### config.mk
export PLATFORM = sky130hd
export DESIGN_NAME = ffbc_cell
export DESIGN_NICKNAME = d
export VERILOG_FILES = /design/src/rtl/ffbc_pkg.sv /design/src/rtl/ffbc_cell.sv
export SDC_FILE = /design/constraint.sdc
export NUM_CORES = 1
export LEC_CHECK = 0
export BUFFER_PORTS_ARGS = -buffer_cell sky130_fd_sc_hd__buf_2
export CORE_AREA = 2 2 198 200
export CTS_BUF_LIST = sky130_fd_sc_hd__clkbuf_8 sky130_fd_sc_hd__clkbuf_16
export DETAILED_ROUTE_END_ITERATION = 10
export DIE_AREA = 0 0 200 202
export PLACE_DENSITY = 0.5
export SLEW_MARGIN = 20
export SYNTH_ARGS = -nofsm -noshare
export SYNTH_HDL_FRONTEND = slang
export SYNTH_SLANG_ARGS = --single-unit
### constraint.sdc
create_clock -name clk_i -period 8 [get_ports clk_i]
set_input_delay 0.8 -clock clk_i [delete_from_list [all_inputs] [get_ports clk_i]]
set_output_delay 0.8 -clock clk_i [all_outputs]
set_load 0.05 [all_outputs]
### src/rtl/ffbc_pkg.sv
package ffbc_pkg;

  // Default sizing
  localparam int unsigned MaxEntriesDef  = 128;
  localparam int unsigned HeaderBytesDef = 56;

  // Field widths
  localparam int unsigned HandleW = 48;
  localparam int unsigned SizeW   = 32;
  localparam int unsigned HeldW   = 8;
  localparam int unsigned LimitW  = 8;

  // Limit register reset value
  localparam logic [LimitW-1:0] LimitReset = 8'd100;

  // Operation codes
  localparam logic OpAlloc   = 1'b0;
  localparam logic OpRelease = 1'b1;

  // One cached block
  typedef struct packed {
    logic [HandleW-1:0] handle;
    logic [SizeW-1:0]   size;
  } entry_t;

  // Input transaction
  typedef struct packed {
    logic               operation;
    logic [SizeW-1:0]   request_size;
    logic [HandleW-1:0] block_handle;
    logic [SizeW-1:0]   block_bytes;
  } req_t;

  // Result transaction
  typedef struct packed {
    logic               reuse_hit;
    logic [HandleW-1:0] reused_handle;
    logic [SizeW-1:0]   reused_size;
    logic               evict_valid;
    logic [HandleW-1:0] evicted_handle;
    logic [SizeW-1:0]   evicted_size;
    logic [HeldW-1:0]   entries_held;
  } res_t;

  // Commands broadcast to every cell
  typedef struct packed {
    logic load_scan;  // capture fit flag and contents
    logic scan_en;    // one doubling step of the first-fit scan
    logic apply;      // close the gap behind the first fit
    logic evict;      // drop the oldest entry, everyone moves down
    logic insert;     // write the new block at the selected cell
  } cell_ctrl_t;

endpackage

### src/rtl/ffbc_cell.sv
module ffbc_cell #(
  parameter int unsigned HeaderBytes = 56
) (
  input  logic                   clk_i,
  input  logic                   rst_ni,
  input  ffbc_pkg::cell_ctrl_t   ctrl_i,
  input  logic                   valid_i,
  input  logic                   ins_here_i,
  input  ffbc_pkg::entry_t       ins_entry_i,
  input  logic [31:0]            req_size_i,
  input  ffbc_pkg::entry_t       nxt_entry_i,
  input  logic [31:0]            nxt_usable_i,
  input  logic                   lft_f_i,
  input  ffbc_pkg::entry_t       lft_d_i,
  output ffbc_pkg::entry_t       entry_o,
  output logic [31:0]            usable_o,
  output logic                   scan_f_o,
  output ffbc_pkg::entry_t       scan_d_o
);
  import ffbc_pkg::*;

  localparam logic [SizeW-1:0] HeaderW = SizeW'(HeaderBytes);

  entry_t           entry_q;
  logic [SizeW-1:0] usable_q;
  logic [SizeW-1:0] ins_usable;
  logic             scan_f_q;
  entry_t           scan_d_q;
  logic             move_down;

  // Usable bytes of the incoming block, saturating at zero
  assign ins_usable = (ins_entry_i.size > HeaderW) ? ins_entry_i.size - HeaderW : '0;

  // Take the upper neighbor on eviction or behind a removed fit
  assign move_down = ctrl_i.evict | (ctrl_i.apply & scan_f_q);

  // Stored block
  always_ff @(posedge clk_i) begin
    if (ctrl_i.insert && ins_here_i) begin
      entry_q  <= ins_entry_i;
      usable_q <= ins_usable;
    end else if (move_down) begin
      entry_q  <= nxt_entry_i;
      usable_q <= nxt_usable_i;
    end
  end

  // Prefix flag: a fit exists at or below this cell
  always_ff @(posedge clk_i or negedge rst_ni) begin
    if (!rst_ni) begin
      scan_f_q <= 1'b0;
    end else if (ctrl_i.load_scan) begin
      scan_f_q <= valid_i & (usable_q >= req_size_i);
    end else if (ctrl_i.scan_en) begin
      scan_f_q <= scan_f_q | lft_f_i;
    end else if (ctrl_i.apply) begin
      scan_f_q <= 1'b0;
    end
  end

  // Contents of the oldest fit seen so far in this cell's window
  always_ff @(posedge clk_i) begin
    if (ctrl_i.load_scan) begin
      scan_d_q <= entry_q;
    end else if (ctrl_i.scan_en && lft_f_i) begin
      scan_d_q <= lft_d_i;
    end
  end

  assign entry_o  = entry_q;
  assign usable_o = usable_q;
  assign scan_f_o = scan_f_q;
  assign scan_d_o = scan_d_q;

endmodule

==> results.ini, run 1 <==
[run_status]
status = finished clean

[sta]
setup_viol = 0
period_share_pct = 46.98
slew_viol_final = 0
slew_headroom_pct = 38.92
max_clock_freq_mhz = 266.1
period_needed_ns = 3.758
skew_ns = 0.007692
hold_violations = 0
worst_pin_slew_ns = 0.9093
final.setup.tns_ns = 0
rsz0062_at_grt = no

[place]
gpl.final_weighted_congestion = 0.8421
hpwl_mm = 29.02
io_buffers = 506

[routing]
num_vias = 8142
drtIter0Drc = 388
routed_wirelength_mm = 37.25
dr.pass1.iters = 4
wl_per_cell_um = 20.18
vias_per_cell = 4.411
route.detailed.drc = 0
antenna_left = 0

[logic_synthesis]
synth_top_family_by_area = simple AND/OR/NAND/NOR gates
synth_compound_area_share_pct = 5.262
ys_seq_elements = 193
synth_xor_area_share_pct = 2.183
syn-num-nets = 1170
synthesis.area_um2 = 9630
synth.area.mux_share_pct = 9.458
synthArstFlopShare_pct = 0.5181
seq_area_frac_synth_pct = 60.13
synth_fa_ha_area_share_pct = 4.287
synth_edf_count = 192
ys_warn_count = 0
synth.distinct_cells = 48
syn_inst = 823
yosys.area_share.simple_pct = 15.56
ys_dominant_reg_cell = edfxtp_1
synth_area_per_cell_um2 = 11.70

[worst_setup_path]
cp_slowest_stage_delay_ns = 0.96
crit_path_end_kind = register
crit_chain = buf_2 > nor4_4 > nand4_2 > nor4_4 > and2_1 > a211oi_1
arrival_ns = 3.91
crit_fanout = 16
crit_type = primary input to register
crit_path_top_delay_cell = nor4_4
critPathLaunchType = primary input
cpMostUsedCell = nor4_4
required_ns = 8.15

[floorplanning]
die_area_um2 = 40400
rows = 72
ios = 507
die_h_um = 202
initial_core_util_pct = 25.15
fp.dieW_um = 200
coreArea_um2 = 38290

[job]
drv_cap = 0

[clock_network]
clockBufferDepth = 2
cts.htree.levels = 4
root_buffer = clkbuf_16
cts_tree = built
ctsResizeCount = 0
path_clk_slew_ns = 0.07
hold_buffers = 0
cts_made_buffers = 17
clock_sinks = 193
worstSkewPairLatency_ns = 0.44
cts_setup_buffers = 0

[global_route]
met1_usage_pct = 20.26
antenna_found_initial = 9
top_usage_layer = met2
grt_use_total_pct = 17.92
grt_pass1_vias = 8308
gr-usage-met3_pct = 6.407
met2_usage_pct = 31.42
grt_max_degree = 66
gr-total-overflow = 0
grt_pass1_wl_mm = 51.96

[layout]
area.growth.synth_to_final_pct = 38.40
fin_util_pct = 34.81
nets = 1658
final_cell_mix = 505 x buf_2, 268 x nand2_1, 192 x edfxtp_1
layout-drive-gt1-share_pct = 48.79
final_common_cell = buf_2

[power]
max-vdd-ir-drop_mv = 0.1407
power_mw = 2.989
leakage_nw = 6.107
power.density_nw_per_um2 = 224.3

[hold_path]
min_path_type = primary input to asynchronous set/reset pin

[power by group]
part	leakage, nW	total, mW	internal (mW)	switching, mW
combinational	3.85	0.776	0.208	0.567
clock	0.305	0.923	0.498	0.425
sequential	1.95	1.29	1.24	0.0505
[cell type report]
cell class / instances / area [um^2]
sequential: 193 / 5791
timing repair buffer: 512 / 2580
fill: 3961 / 24960
tap: 518 / 648.1
inverter: 33 / 123.9
multi-input combinational: 554 / 3565
clock buffer: 17 / 425.4
clock inverter: 15 / 186.4
antenna: 4 / 10.01
[routing by layer]
metal  wire length (um)  up-vias
met1              14470     3834
li1                   -     3896
met4                714       10
met5                 69        -
met3               3363       40
met2              18630      362
[worst max-delay path, delay by kind of cell]
kind,cells,cell delay [ns]
AND/OR/NAND/NOR,4,2.86
buffers and inverters,1,0.14
AO/OA/AOI/OAI,1,0.09
[cells in the mapped netlist (all sizes together) (5+ instances only)]
cell type / instances / area (um^2)
mux2: 80 / 900.9
nand4: 8 / 56.30
inv: 33 / 123.9
buf: 5 / 33.78
edfxtp: 192 / 5766
o21ai: 8 / 40.03
a21oi: 13 / 65.06
nor4: 14 / 145.1
nand3: 8 / 40.04
ha: 33 / 412.9
clkbuf: 38 / 142.6
nor3: 10 / 55.05
o31ai: 12 / 90.09
a211oi: 16 / 170.2
xnor2: 20 / 175.2
nand2: 270 / 1013
nor2: 25 / 93.84
[cells by family (layout without fill, tap and decap cells)]
| kind of cell | count (synthesis) | count (layout) |
|---|---|---|
| simple gates | 349 | 349 |
| flops | 193 | 193 |
| mux | 81 | 81 |
| buf+inv | 76 | 577 |
| compound gates | 67 | 67 |
| fa+ha+maj | 33 | 33 |
| xor+xnor | 24 | 24 |
| other cells | 0 | 4 |
[final timing paths]
kind / from / to / slack [ns] / depth (start not counted)
hold / removal: rst_ni / scan_f_o / 0.12 / 1
min in group clk_i: entry_o[14] / scan_d_o[14] / 0.58 / 1
setup / recovery: ins_entry_i[11] / usable_o[29] / 4.24 / 6
max in group asynchronous: rst_ni / scan_f_o / 7.79 / 1
hold reg to reg: entry_o[14] / scan_d_o[14] / 0.58 / 1
setup reg to reg: scan_f_o / entry_o[63] / 5.58 / 3
[metrics by stage]
step	area, um^2	worst slack, ns	instances	hold slack, ns
after floorplan	9630	3.674	823	0.5044
after global placement	12710	3.727	1810	0.5542
after detailed placement	12710	3.616	1810	0.5637
after CTS	13320	4.101	1842	0.08270
after global routing	13320	4.118	1843	0.08433
final	13330	4.242	1846	0.1210
[state kept, by name, summed over array words and instances, names as in the netlist]
signal / flops
entry_o: 80
scan_d_o: 80
scan_f_o: 1
usable_o: 32
Note: power is estimated with default switching activity, not from simulation.
==> run 2: changes to the inputs <==
ABC_AREA = 1   (was unset)
clock period = 3.7 ns   (was 8 ns; I/O delays follow)
==> run 2 against run 1 <==
Net effect: critical path depth fell by 3; total power rose by 110%; count of clock-buffer cells in the layout did not move; hold slack improved by 0.058 ns; clock skew fell by 0.00074 ns; utilization barely moved; sequential cell count did not move; sequential power rose by 120%; worst setup slack got worse by 2.6 ns; critical endpoint is now entry_o[7]; highest routed layer unchanged.
==> results.ini, run 2 <==
[run_status]
status = finished clean

[logic_synthesis]
synthArstFlopShare_pct = 0.5181
synth_area_per_cell_um2 = 9.131
syn_inst = 1055
ys_warn_count = 0
seq_area_frac_synth_pct = 60.11
synth_top_cell_area_share_pct = 59.85
synthesis.area_um2 = 9633
ys_dominant_reg_cell = edfxtp_1
synth_edf_count = 192
synth_top_cells_by_area = edfxtp_1 60%, nand2_1 21%, ha_1 4.3%
synthMostInstantiatedCell = nand2_1
synth_largest_area_cell = edfxtp_1
syn-num-nets = 1402
synth.distinct_cells = 30
synth_common_cells = 543 x nand2_1, 192 x edfxtp_1, 70 x inv_1
ys_seq_elements = 193

[sta]
worst_pin_slew_ns = 0.9817
setup_viol = 0
slew_headroom_pct = 34.55
skew_ns = 0.006953
period_needed_ns = 2.097
hold_violations = 0
period_share_pct = 56.68
slew_viol_final = 0
max_clock_freq_mhz = 476.8
final.setup.tns_ns = 0
rsz0062_at_grt = no

[layout]
fin_util_pct = 34.84
layout-drive-gt1-share_pct = 35.87
multiInputGateArea_um2 = 3431
fill_cells = 4075
final_cells = 2086
final_common_cell = nand2_1
nets = 1896
seq_area_um2 = 5791
area.growth.synth_to_final_pct = 38.46
final_area_um2 = 13340
final_cell_mix = 540 x nand2_1, 505 x buf_2, 192 x edfxtp_1

[routing]
routed_wirelength_mm = 38.11
antenna_left = 0
dr.pass1.iters = 5
wl_per_cell_um = 18.27
route.detailed.drc = 0
drtIter0Drc = 600
vias_per_cell = 4.357
num_vias = 9088

[worst_setup_path]
reg2reg_slack_ns = 1.60
crit_fanout = 99
critPathLaunchType = register
crit_path_end_kind = register
arrival_ns = 2.19
crit_type = register to register
required_ns = 3.79

[floorplanning]
die_area_um2 = 40400
fp.dieW_um = 200
coreArea_um2 = 38290
die_h_um = 202
rows = 72
initial_core_util_pct = 25.16
ios = 507

[global_route]
grt_pass1_vias = 8825
antenna_found_initial = 14
gr-total-overflow = 0
grt_use_total_pct = 18.47
grt_max_degree = 100
grt_pass1_wl_mm = 54.17

[clock_network]
cts_setup_buffers = 0
cts_tree = built
path_clk_slew_ns = 0.08
cts_made_buffers = 17
ctsResizeCount = 0
clockBufferDepth = 2
hold_buffers = 1
worstSkewPairLatency_ns = 0.45
root_buffer = clkbuf_16
clock_sinks = 193
cts.htree.levels = 4

[power]
switching_share_pct = 35.75
pwr-share-seq_pct = 44.0
leakage_nw = 6.772
switchingPower_mw = 2.274
comb_power_share_pct = 26.6
max-vdd-ir-drop_mv = 0.3179
clkPwrFrac_pct = 29.4
power.density_nw_per_um2 = 476.9
p_int_mw = 4.087

[place]
placed_area_um2 = 12750
dpl.cell_count = 2047
hpwl_mm = 29.89
io_buffers = 506
gpl.final_weighted_congestion = 0.8788

[job]
drv_cap = 0

[hold_path]
min_path_type = primary input to register

run 2: stage by stage:
stage | setup slack, ns | power, mW | hold WS [ns]
floorplan | 0.5752 | 3.953 | 0.07441
global placement | 1.351 | 4.540 | 0.1605
detailed placement | 1.404 | 4.550 | 0.1557
CTS | 1.713 | 6.426 | 0.1508
global route | 1.586 | 6.626 | 0.1595
finish | 1.603 | 6.361 | 0.1795
run 2: per-layer routing:
layer | GRT usage (%) | wire, um
met2 | 31.25 | 18650
met1 | 22.91 | 16010
met4 | 6.005 | 828
met3 | 4.639 | 2531
met5 | 0 | 92
run 2: cells by family after synthesis:
logic type / synth area share (%)
xor gates and xnor gates: 1.455
DFF: 60.11
adders and majority gates: 4.286
buffers and inverters: 4.598
AOI/OAI and AO/OA: 4.520
and+or+nand+nor: 25.03
run 2: path summary, 6_finish.rpt:
kind	end	from	depth (start not counted)
min reg2reg	scan_d_o[66]	entry_o[66]	2
min in group asynchronous	scan_f_o	rst_ni	2
max in group asynchronous	scan_f_o	rst_ni	2
min	entry_o[51]	ins_entry_i[51]	3
max reg2reg	entry_o[7]	scan_f_o	3
max	entry_o[7]	scan_f_o	3
run 2: worst max-delay path, stage by stage (launching register included):
cell and delay (ns):
dfrtp_1 0.45, a21oi_1 0.61, nand2_8 0.22, buf_12 0.32
run 2: cell type report:
cell class                      count  area share [%]
Clock buffer                       17           3.189
Inverter                           72           2.026
Timing Repair Buffer              515           19.62
Tap cell                          518           4.859
Clock inverter                     14           1.032
Multi-Input combinational cell    750           25.72
Sequential cell                   193           43.41
Antenna cell                        7          0.1313
run 2: power by group through the flow:
stage | clock [mW] | sequential [mW] | combinational, mW
after floorplan | 0 | 3.58 | 0.373
after global placement | 0 | 2.85 | 1.69
after detailed placement | 0 | 2.85 | 1.70
after CTS | 1.92 | 2.80 | 1.71
after global routing | 1.99 | 2.82 | 1.81
final | 1.87 | 2.80 | 1.69
